### config.mk
export PLATFORM = sky130hd
export DESIGN_NAME = encounter_dedup_table_core_flat
export DESIGN_NICKNAME = d
export VERILOG_FILES = /design/src/design/edt_pkg.sv /design/src/design/edt_if.sv /design/src/design/edt_ram.sv /design/src/design/edt_cfg_regs.sv /design/src/design/encounter_dedup_table_core.sv /design/src/flat_wrapper.sv
export SDC_FILE = /design/constraint.sdc
export NUM_CORES = 1
export LEC_CHECK = 0
export BUFFER_PORTS_ARGS = -buffer_cell sky130_fd_sc_hd__clkbuf_2
export CAP_MARGIN = 20
export CORE_UTILIZATION = 60
export CTS_BUF_LIST = sky130_fd_sc_hd__clkbuf_4
export CTS_CLUSTER_DIAMETER = 80
export CTS_CLUSTER_SIZE = 16
export DETAILED_ROUTE_END_ITERATION = 10
export GPL_TIMING_DRIVEN = 0
export PLACE_DENSITY = 0.8
export SYNTH_ARGS = -nofsm -noshare
export SYNTH_HDL_FRONTEND = slang
export SYNTH_SLANG_ARGS = --single-unit
### constraint.sdc
create_clock -name clk -period 4.3 [get_ports clk]
set_input_delay 0 -clock clk [delete_from_list [all_inputs] [get_ports clk]]
set_output_delay 0 -clock clk [all_outputs]
set_load 0.05 [all_outputs]
### src/design/edt_pkg.sv
`timescale 1ns / 1ps
// Package of the encounter deduplication table: field widths, register
// indexes, status codes and the configuration struct. Depends on nothing.
package edt_pkg;

	// Field widths.
	localparam int ID_W    = 32;
	localparam int DIST_W  = 8;
	localparam int CNT_W   = 16;
	localparam int PEND_W  = 8;
	localparam int STAT_W  = 2;
	localparam int IDX_W   = 2;
	localparam int CDATA_W = 32;

	// Default depth of the table of recently seen identifiers.
	localparam int TABLE_DEPTH_DEF = 32;

	// Distance that means not connected, and the reset batch size.
	localparam logic [DIST_W-1:0] DIST_NONE   = 8'hFF;
	localparam logic [PEND_W-1:0] BATCH_RESET = 8'd4;

	// Result status codes.
	localparam logic [STAT_W-1:0] STATUS_NEW  = 2'd0;
	localparam logic [STAT_W-1:0] STATUS_OWN  = 2'd1;
	localparam logic [STAT_W-1:0] STATUS_SEEN = 2'd2;

	// Configuration register indexes.
	localparam logic [IDX_W-1:0] REG_OWN_ID        = 2'd0;
	localparam logic [IDX_W-1:0] REG_FLUSH_ENABLED = 2'd1;
	localparam logic [IDX_W-1:0] REG_FLUSH_BATCH   = 2'd2;

	// Current register contents.
	typedef struct packed {
		logic [ID_W-1:0]   own_id;
		logic              flush_enabled;
		logic [PEND_W-1:0] flush_batch;
	} cfg_t;

endpackage

### src/design/edt_if.sv
`timescale 1ns / 1ps
// Channel interfaces of the encounter deduplication table: input words,
// result words and configuration writes. Depends on edt_pkg.

// Input channel: one encounter per word.
interface edt_in_if;
	logic                       valid;
	logic                       ready;
	logic [edt_pkg::ID_W-1:0]   peer_id;
	logic [edt_pkg::DIST_W-1:0] peer_distance;

	modport source (output valid, output peer_id, output peer_distance, input ready);
	modport sink (input valid, input peer_id, input peer_distance, output ready);
endinterface

// Result channel: one result word per input word.
interface edt_out_if;
	logic                       valid;
	logic                       ready;
	logic [edt_pkg::STAT_W-1:0] status;
	logic [edt_pkg::CNT_W-1:0]  encounter_total;
	logic [edt_pkg::DIST_W-1:0] hop_distance;
	logic                       flush_request;

	modport source (output valid, output status, output encounter_total,
		output hop_distance, output flush_request, input ready);
	modport sink (input valid, input status, input encounter_total,
		input hop_distance, input flush_request, output ready);
endinterface

// Configuration write channel.
interface edt_cfg_if;
	logic                        valid;
	logic                        ready;
	logic [edt_pkg::IDX_W-1:0]   index;
	logic [edt_pkg::CDATA_W-1:0] data;

	modport source (output valid, output index, output data, input ready);
	modport sink (input valid, input index, input data, output ready);
endinterface

### src/design/edt_ram.sv
`timescale 1ns / 1ps
// Generic single-write, single-read synchronous RAM with a registered read.
// Depends on nothing.
module edt_ram #(
	parameter int WIDTH = 32,
	parameter int DEPTH = 32
) (
	input  logic                     clk,
	input  logic                     we,
	input  logic [$clog2(DEPTH)-1:0] waddr,
	input  logic [WIDTH-1:0]         wdata,
	input  logic                     re,
	input  logic [$clog2(DEPTH)-1:0] raddr,
	output logic [WIDTH-1:0]         rdata
);

	logic [WIDTH-1:0] mem [DEPTH];

	// Write port.
	always_ff @(posedge clk) begin
		if (we) begin
			mem[waddr] <= wdata;
		end
	end

	// Read port, registered.
	always_ff @(posedge clk) begin
		if (re) begin
			rdata <= mem[raddr];
		end
	end

endmodule

### src/design/edt_cfg_regs.sv
`timescale 1ns / 1ps
// Configuration registers of the encounter deduplication table, written over
// the configuration channel. Depends on edt_pkg and edt_if.
module edt_cfg_regs (
	input  logic          clk,
	input  logic          arst_n,
	edt_cfg_if.sink       cfg,
	output edt_pkg::cfg_t regs
);

	edt_pkg::cfg_t regs_q;

	// Writes are always taken.
	assign cfg.ready = 1'b1;
	assign regs      = regs_q;

	// Register decode; unknown indexes are dropped.
	always_ff @(posedge clk or negedge arst_n) begin
		if (!arst_n) begin
			regs_q.own_id        <= '0;
			regs_q.flush_enabled <= 1'b0;
			regs_q.flush_batch   <= edt_pkg::BATCH_RESET;
		end else if (cfg.valid) begin
			unique case (cfg.index)
				edt_pkg::REG_OWN_ID: begin
					regs_q.own_id <= cfg.data[edt_pkg::ID_W-1:0];
				end
				edt_pkg::REG_FLUSH_ENABLED: begin
					regs_q.flush_enabled <= cfg.data[0];
				end
				edt_pkg::REG_FLUSH_BATCH: begin
					regs_q.flush_batch <= cfg.data[edt_pkg::PEND_W-1:0];
				end
				default: begin
				end
			endcase
		end
	end

endmodule

### src/design/encounter_dedup_table_core.sv
// An accepted identifier is compared with the identifiers held in the table,
// and the search stops on a match. An own reflection or an empty table skips
// the search. The search reads one table entry per cycle from the RAM.
// The result then waits in the done state until the output register is free.
// Items are handled one at a time: a new one is taken only in the idle state.
// Reset clears the counters, fill level and distance at once; the table RAM
// needs no clearing because only entries below the fill level are read.
`timescale 1ns / 1ps
// Top level of the encounter deduplication table: sequencer, search over the
// table RAM and state update. Depends on edt_pkg, edt_if, edt_ram, edt_cfg_regs.
module encounter_dedup_table_core #(
	parameter int TABLE_DEPTH = edt_pkg::TABLE_DEPTH_DEF
) (
	input logic     clk,
	input logic     arst_n,
	edt_in_if.sink  item,
	edt_out_if.source result,
	edt_cfg_if.sink cfg
);

	localparam int AW = (TABLE_DEPTH > 1) ? $clog2(TABLE_DEPTH) : 1;
	localparam int FW = $clog2(TABLE_DEPTH + 1);
	localparam logic [FW-1:0] FILL_FULL = FW'(TABLE_DEPTH);
	localparam logic [AW-1:0] HEAD_LAST = AW'(TABLE_DEPTH - 1);

	localparam logic [1:0] ST_IDLE   = 2'd0;
	localparam logic [1:0] ST_SEARCH = 2'd1;
	localparam logic [1:0] ST_DONE   = 2'd2;

	edt_pkg::cfg_t regs;

	logic [1:0]                 state_q;
	logic [edt_pkg::ID_W-1:0]   id_q;
	logic [edt_pkg::DIST_W-1:0] dist_q;
	logic [edt_pkg::STAT_W-1:0] status_q;
	logic [FW-1:0]              fill_q;
	logic [AW-1:0]              head_q;
	logic [FW-1:0]              rd_cnt_q;
	logic                       cmp_valid_s1;
	logic                       cmp_last_s1;
	logic [edt_pkg::CNT_W-1:0]  count_q;
	logic [edt_pkg::DIST_W-1:0] own_dist_q;
	logic [edt_pkg::PEND_W-1:0] pending_q;

	logic                       out_valid_q;
	logic [edt_pkg::STAT_W-1:0] out_status_q;
	logic [edt_pkg::CNT_W-1:0]  out_total_q;
	logic [edt_pkg::DIST_W-1:0] out_dist_q;
	logic                       out_flush_q;

	logic                       accept;
	logic                       issue;
	logic                       hit;
	logic                       full;
	logic                       out_load;
	logic                       commit;
	logic [edt_pkg::ID_W-1:0]   rdata;
	logic [AW-1:0]              waddr;
	logic [edt_pkg::DIST_W:0]   cand;
	logic [edt_pkg::CNT_W-1:0]  count_nx;
	logic [edt_pkg::DIST_W-1:0] dist_nx;
	logic [edt_pkg::PEND_W-1:0] pend_inc;
	logic [edt_pkg::PEND_W-1:0] pend_nx;
	logic                       flush_nx;

	// Configuration registers.
	edt_cfg_regs u_cfg (
		.clk    (clk),
		.arst_n (arst_n),
		.cfg    (cfg),
		.regs   (regs)
	);

	// Table of recently seen identifiers, kept as a ring once full.
	edt_ram #(
		.WIDTH (edt_pkg::ID_W),
		.DEPTH (TABLE_DEPTH)
	) u_table (
		.clk   (clk),
		.we    (commit),
		.waddr (waddr),
		.wdata (id_q),
		.re    (issue),
		.raddr (rd_cnt_q[AW-1:0]),
		.rdata (rdata)
	);

	// Handshake and search control. Writes happen only in the done state and
	// reads only in the search state, so the two never meet on one entry.
	assign item.ready = (state_q == ST_IDLE);
	assign accept     = item.valid && item.ready;
	assign issue      = (state_q == ST_SEARCH) && (rd_cnt_q < fill_q);
	assign hit        = cmp_valid_s1 && (rdata == id_q);
	assign full       = (fill_q == FILL_FULL);
	assign out_load   = (state_q == ST_DONE) && (!out_valid_q || result.ready);
	assign commit     = out_load && (status_q == edt_pkg::STATUS_NEW);
	assign waddr      = full ? head_q : fill_q[AW-1:0];

	// State update for a new encounter.
	always_comb begin
		count_nx = count_q + edt_pkg::CNT_W'(1);
		cand     = {1'b0, dist_q} + (edt_pkg::DIST_W + 1)'(1);
		dist_nx  = own_dist_q;
		if (dist_q != edt_pkg::DIST_NONE && cand < {1'b0, own_dist_q}) begin
			dist_nx = cand[edt_pkg::DIST_W-1:0];
		end
		pend_inc = pending_q + edt_pkg::PEND_W'(1);
		pend_nx  = pend_inc;
		flush_nx = 1'b0;
		if (regs.flush_enabled && pend_inc >= regs.flush_batch) begin
			pend_nx  = '0;
			flush_nx = 1'b1;
		end
	end

	// Sequencer.
	always_ff @(posedge clk or negedge arst_n) begin
		if (!arst_n) begin
			state_q      <= ST_IDLE;
			rd_cnt_q     <= '0;
			cmp_valid_s1 <= 1'b0;
			cmp_last_s1  <= 1'b0;
			status_q     <= edt_pkg::STATUS_NEW;
		end else begin
			unique case (state_q)
				ST_IDLE: begin
					rd_cnt_q     <= '0;
					cmp_valid_s1 <= 1'b0;
					cmp_last_s1  <= 1'b0;
					if (accept) begin
						if (item.peer_id == regs.own_id) begin
							status_q <= edt_pkg::STATUS_OWN;
							state_q  <= ST_DONE;
						end else if (fill_q == '0) begin
							status_q <= edt_pkg::STATUS_NEW;
							state_q  <= ST_DONE;
						end else begin
							state_q <= ST_SEARCH;
						end
					end
				end
				ST_SEARCH: begin
					cmp_valid_s1 <= issue;
					cmp_last_s1  <= (rd_cnt_q + FW'(1)) == fill_q;
					if (issue) begin
						rd_cnt_q <= rd_cnt_q + FW'(1);
					end
					if (hit) begin
						status_q <= edt_pkg::STATUS_SEEN;
						state_q  <= ST_DONE;
					end else if (cmp_valid_s1 && cmp_last_s1) begin
						status_q <= edt_pkg::STATUS_NEW;
						state_q  <= ST_DONE;
					end
				end
				ST_DONE: begin
					if (out_load) begin
						state_q <= ST_IDLE;
					end
				end
				default: begin
					state_q <= ST_IDLE;
				end
			endcase
		end
	end

	// Captured input word.
	always_ff @(posedge clk) begin
		if (accept) begin
			id_q   <= item.peer_id;
			dist_q <= item.peer_distance;
		end
	end

	// Encounter state, written back when a new encounter is committed.
	always_ff @(posedge clk or negedge arst_n) begin
		if (!arst_n) begin
			fill_q     <= '0;
			head_q     <= '0;
			count_q    <= '0;
			own_dist_q <= edt_pkg::DIST_NONE;
			pending_q  <= '0;
		end else if (commit) begin
			if (full) begin
				head_q <= (head_q == HEAD_LAST) ? '0 : head_q + AW'(1);
			end else begin
				fill_q <= fill_q + FW'(1);
			end
			count_q    <= count_nx;
			own_dist_q <= dist_nx;
			pending_q  <= pend_nx;
		end
	end

	// Output register; the result waits here while the next item is taken.
	always_ff @(posedge clk or negedge arst_n) begin
		if (!arst_n) begin
			out_valid_q <= 1'b0;
		end else if (out_load) begin
			out_valid_q <= 1'b1;
		end else if (result.ready) begin
			out_valid_q <= 1'b0;
		end
	end

	always_ff @(posedge clk) begin
		if (out_load) begin
			out_status_q <= status_q;
			if (commit) begin
				out_total_q <= count_nx;
				out_dist_q  <= dist_nx;
				out_flush_q <= flush_nx;
			end else begin
				out_total_q <= count_q;
				out_dist_q  <= own_dist_q;
				out_flush_q <= 1'b0;
			end
		end
	end

	assign result.valid           = out_valid_q;
	assign result.status          = out_status_q;
	assign result.encounter_total = out_total_q;
	assign result.hop_distance    = out_dist_q;
	assign result.flush_request   = out_flush_q;

endmodule
### src/flat_wrapper.sv
// flat-port wrapper written by rule: the top's interface ports become plain ports
module encounter_dedup_table_core_flat 
#(
	parameter int TABLE_DEPTH = edt_pkg::TABLE_DEPTH_DEF
)
  (clk, arst_n, item_valid, item_peer_id, item_peer_distance, item_ready, result_valid, result_status, result_encounter_total, result_hop_distance, result_flush_request, result_ready, cfg_valid, cfg_index, cfg_data, cfg_ready);
  edt_in_if item_i ();
  edt_out_if result_i ();
  edt_cfg_if cfg_i ();
  input logic clk;
  input logic arst_n;
  input wire logic [$bits(item_i.valid)-1:0] item_valid;
  input wire logic [$bits(item_i.peer_id)-1:0] item_peer_id;
  input wire logic [$bits(item_i.peer_distance)-1:0] item_peer_distance;
  output wire logic [$bits(item_i.ready)-1:0] item_ready;
  output wire logic [$bits(result_i.valid)-1:0] result_valid;
  output wire logic [$bits(result_i.status)-1:0] result_status;
  output wire logic [$bits(result_i.encounter_total)-1:0] result_encounter_total;
  output wire logic [$bits(result_i.hop_distance)-1:0] result_hop_distance;
  output wire logic [$bits(result_i.flush_request)-1:0] result_flush_request;
  input wire logic [$bits(result_i.ready)-1:0] result_ready;
  input wire logic [$bits(cfg_i.valid)-1:0] cfg_valid;
  input wire logic [$bits(cfg_i.index)-1:0] cfg_index;
  input wire logic [$bits(cfg_i.data)-1:0] cfg_data;
  output wire logic [$bits(cfg_i.ready)-1:0] cfg_ready;
  assign item_i.valid = item_valid;
  assign item_i.peer_id = item_peer_id;
  assign item_i.peer_distance = item_peer_distance;
  assign item_ready = item_i.ready;
  assign result_valid = result_i.valid;
  assign result_status = result_i.status;
  assign result_encounter_total = result_i.encounter_total;
  assign result_hop_distance = result_i.hop_distance;
  assign result_flush_request = result_i.flush_request;
  assign result_i.ready = result_ready;
  assign cfg_i.valid = cfg_valid;
  assign cfg_i.index = cfg_index;
  assign cfg_i.data = cfg_data;
  assign cfg_ready = cfg_i.ready;
  encounter_dedup_table_core #(.TABLE_DEPTH(TABLE_DEPTH)) u_core (.clk(clk), .arst_n(arst_n), .item(item_i), .result(result_i), .cfg(cfg_i));
endmodule
==> flow_metrics.py <==
metrics = {
    "clock_tree": {
        "clock-sinks": 1220,
        "cts_made_buffers": 86,
        "postCtsSetupRepairBufs": 0,
        "clk_latency_ps": 990,
        "cts.reportedPaths.clkPinSlew_ps": 190,
        "root_buffer": "clkbuf_4",
        "cts_max_path_buffers": 3,
        "cts_tree": "done",
        "htreeDepth": 3,
    },
    "global_routing": {
        "grt_pass1_wl_um": 181000,
        "grt_overflow_total": 0,
        "grt_busiest_layer": "met2",
        "grt_max_degree": 67,
        "grt_use_met3": 0.0647,
        "use_met2": 0.497,
        "use_met1": 0.406,
        "antenna_found_initial": 6,
        "grt_usage": 0.309,
        "grt_pass1_vias": 27615,
    },
    "timing": {
        "slew_headroom": 0.153,
        "worst_hold_slack_ps": 138,
        "fmax_mhz": 240,
        "fin_crit_sh": 0.969,
        "setup_violations": 0,
        "tightest_slew_ps": 1250,
        "hold_viol": 0,
        "rsz0062_at_grt": "false",
        "final.setup_skew_ps": 120,
        "slew_viol_final": 0,
        "fin_ws_ps": 134,
        "period_minus_slack_ps": 4170,
    },
    "finish": {
        "mostFrequentLayoutCells": "1,123 x edfxtp_1, 185 x dlygate4sd3_1, 176 x mux2i_1",
        "final_util": 0.689,
        "layout_commonest_cell": "edfxtp_1",
        "multi_input_area_sq_um": 11500,
        "fin_nets": 3070,
        "syn2layout_area_growth_pct": 13.4,
        "stdcell_area_sq_um": 54600,
        "register_area_sq_um": 36200,
        "nFillCells": 4693,
        "layout-drive-gt1-share": 0.220,
    },
    "routing": {
        "routed_wl_um": 126000,
        "antenna_left": 0,
        "wl_per_cell_um": 31.0,
        "drc": 0,
        "via_per_inst": 6.75,
        "drt-pass1-iter-count": 7,
        "first_iter_violations": 3792,
        "vias": 27337,
    },
    "worst_setup_path": {
        "rrSetupSlack_ps": 130,
        "critical_path_class": "register to register",
        "critical_path_arrival_ps": 4860,
        "critPathCaptureType": "register",
        "regToRegEndpoint": "u_core.u_table.rdata[12]",
        "cp_common_cell": "buf_2",
        "reg2reg_from": "u_core.rd_cnt_q[0]",
        "critical_path.cell_chain": "buf_2, buf_2, buf_4, buf_2, buf_2, inv_1, ha_1, nor2b_1, o21a_1, o21ai_0, a21oi_2, nor2_4, buf_16",
        "crit_fanout": 21,
        "cp.required_ps": 4990,
        "path_delay_family": "buffers and inverters",
        "r2r_cells": 13,
        "crit_path_top_delay_cell": "a21oi_2",
        "start_kind": "register",
        "worst_path_largest_cell_delay_ps": 470,
        "cp_num_buf_inv": 7,
    },
    "place": {
        "hpwl_um": 79100,
        "placed_area_sq_um": 51300,
        "pre_cts_ws_ps": 69.0,
        "gp_congestion": 0.889,
        "port_buffers": 107,
    },
    "synth": {
        "netlist_top_cells_area": "edfxtp_1 70%, mux4_2 7.5%, dfrtp_1 4.6%",
        "synth_ff_type": "edfxtp_1",
        "synth_top_area_share": 0.701,
        "syn_inst": 2509,
        "synth_area_sq_um": 48100,
        "synthDistinctLibCells": 56,
        "async_reset_ff_frac": 0.0795,
        "ys_seq_area_frac": 0.752,
        "ys_warn_count": 0,
        "syn_nets": 2617,
        "synth-edff-count": 1123,
        "ys_seq_elements": 1220,
        "syn_avg_cell_area_sq_um": 19.2,
        "synth_top_cell_by_area": "edfxtp_1",
    },
    "power": {
        "ir_drop_mv": 0.479,
        "leakage_nw": 17.6,
        "p_per_area_nw_per_um2": 487,
    },
    "floorplanning": {
        "dieArea_sq_um": 81300,
        "rows": 103,
        "die_w_um": 285,
        "start_util": 0.608,
        "core_sq_um": 79100,
        "die_h_um": 285,
        "ios": 109,
    },
    "flow_run": {
        "drv_cap": 0,
    },
    "run_status": {
        "status": "finished clean",
    },
    "worst_hold_path": {
        "hold_start": "cfg_index[0]",
        "hold_depth": 4,
        "hold_end": "u_core.u_cfg.regs[32]",
        "hold_path.class": "primary input to register",
    },
}
==> per-layer routing <==
layer | vias to the layer above | part of all wire
met2 | 2064 | 0.48
met3 | 355 | 0.11
met5 | - | 0.00010
met4 | 2 | 0.056
li1 | 11047 | -
met1 | 13869 | 0.35
==> cell usage after synthesis (3+ instances only) <==
library cell	n
dfrtp_1	88
mux2i_1	176
o31ai_1	36
clkbuf_1	67
a21o_1	4
mux4_2	160
ha_1	29
a211o_1	3
nor3_1	3
nor2b_1	37
mux2_2	102
nand2b_1	12
nor4_1	14
o21ai_0	51
inv_1	27
nand3b_1	4
and3_1	9
o21ai_1	4
o22ai_1	46
nand3_1	20
nor2_1	53
a21boi_0	33
buf_1	14
buf_4	9
nor3b_1	4
xnor2_1	60
or4_1	3
o221ai_1	70
and2_1	7
a211oi_1	3
dfstp_2	9
edfxtp_1	1123
nand2_1	57
nand4_1	17
xor2_1	42
a21oi_1	37
buf_2	38
o311ai_0	16
==> worst max-delay path by stage <==
| stage | startpoint | endpoint | depth (start not counted) |
|---|---|---|---|
| after floorplan | u_core.rd_cnt_q[0] | u_core.u_table.rdata[0] | 12 |
| after CTS | u_core.rd_cnt_q[0] | u_core.u_table.rdata[12] | 13 |
| after detailed placement | u_core.rd_cnt_q[0] | u_core.rd_cnt_q[4] | 13 |
| final | u_core.rd_cnt_q[0] | u_core.u_table.rdata[12] | 13 |
| after global routing | u_core.rd_cnt_q[0] | u_core.u_table.rdata[12] | 13 |
| after global placement | u_core.result.valid | u_core.u_table.mem[1][10] | 6 |
==> where the power goes <==
part / leakage [nW] / total [mW] / internal (mW) / switching (mW)
registers: 11.3 / 14.8 / 14.2 / 0.641
clock network: 0.536 / 4.62 / 1.21 / 3.41
logic: 5.70 / 7.11 / 3.01 / 4.10
==> cell type report <==
cell class	count	area share
repair buffers	365	0.0730
flip-flops and latches	1220	0.663
diodes	7	0.000321
well taps	1050	0.0241
clock inverters	3	0.000344
clock buffers	114	0.0157
plain buffers	128	0.0103
inverters	27	0.00186
multi-input cells	1134	0.212
==> kinds of logic (layout without fill, tap and decap cells) <==
group,count (synthesis),in the layout,share of synthesized area
mux,438,438,0.135
buf+inv,155,637,0.0138
compound gates,320,320,0.0467
flops,1220,1220,0.752
simple gates,244,244,0.0260
other cells,1,8,0.0000780
xor+xnor,102,102,0.0186
fa+ha+maj,29,29,0.00754
==> worst min-delay path, delay by kind of cell <==
kind	cells	cell delay, ps
buf+inv	2	660
mux	1	270
simple gates	1	150
==> per-stage QoR <==
step / total power [mW] / TNS [ps] / std cells
2_1_floorplan: 19.2 / 0 / 2509
3_3_place_gp: 21.0 / -1200340 / 3666
3_5_place_dp: 21.5 / 0 / 3716
4_1_cts: 26.1 / 0 / 4019
5_1_grt: 27.3 / 0 / 4048
6_report: 26.5 / 0 / 4048
==> registers in the layout, summed over array words and instances, names as in the netlist, 5 cells and up <==
name / cells
u_core.result.hop_distance: 8
u_core.dist_q: 8
u_core.result.encounter_total: 16
u_core.count_q: 16
u_core.u_table.mem: 1024
u_core.own_dist_q: 8
u_core.id_q: 32
u_core.u_cfg.regs: 41
u_core.rd_cnt_q: 6
u_core.head_q: 5
u_core.fill_q: 6
u_core.u_table.rdata: 32
u_core.pending_q: 8
==> repair_timing <==
item	CTS	global route
hold endpoints to repair	282	0
resized for setup	1	0
hold buffers	186	0
endpoints found under the setup margin	10	0
No activity file was read; power rests on OpenSTA's default activity.
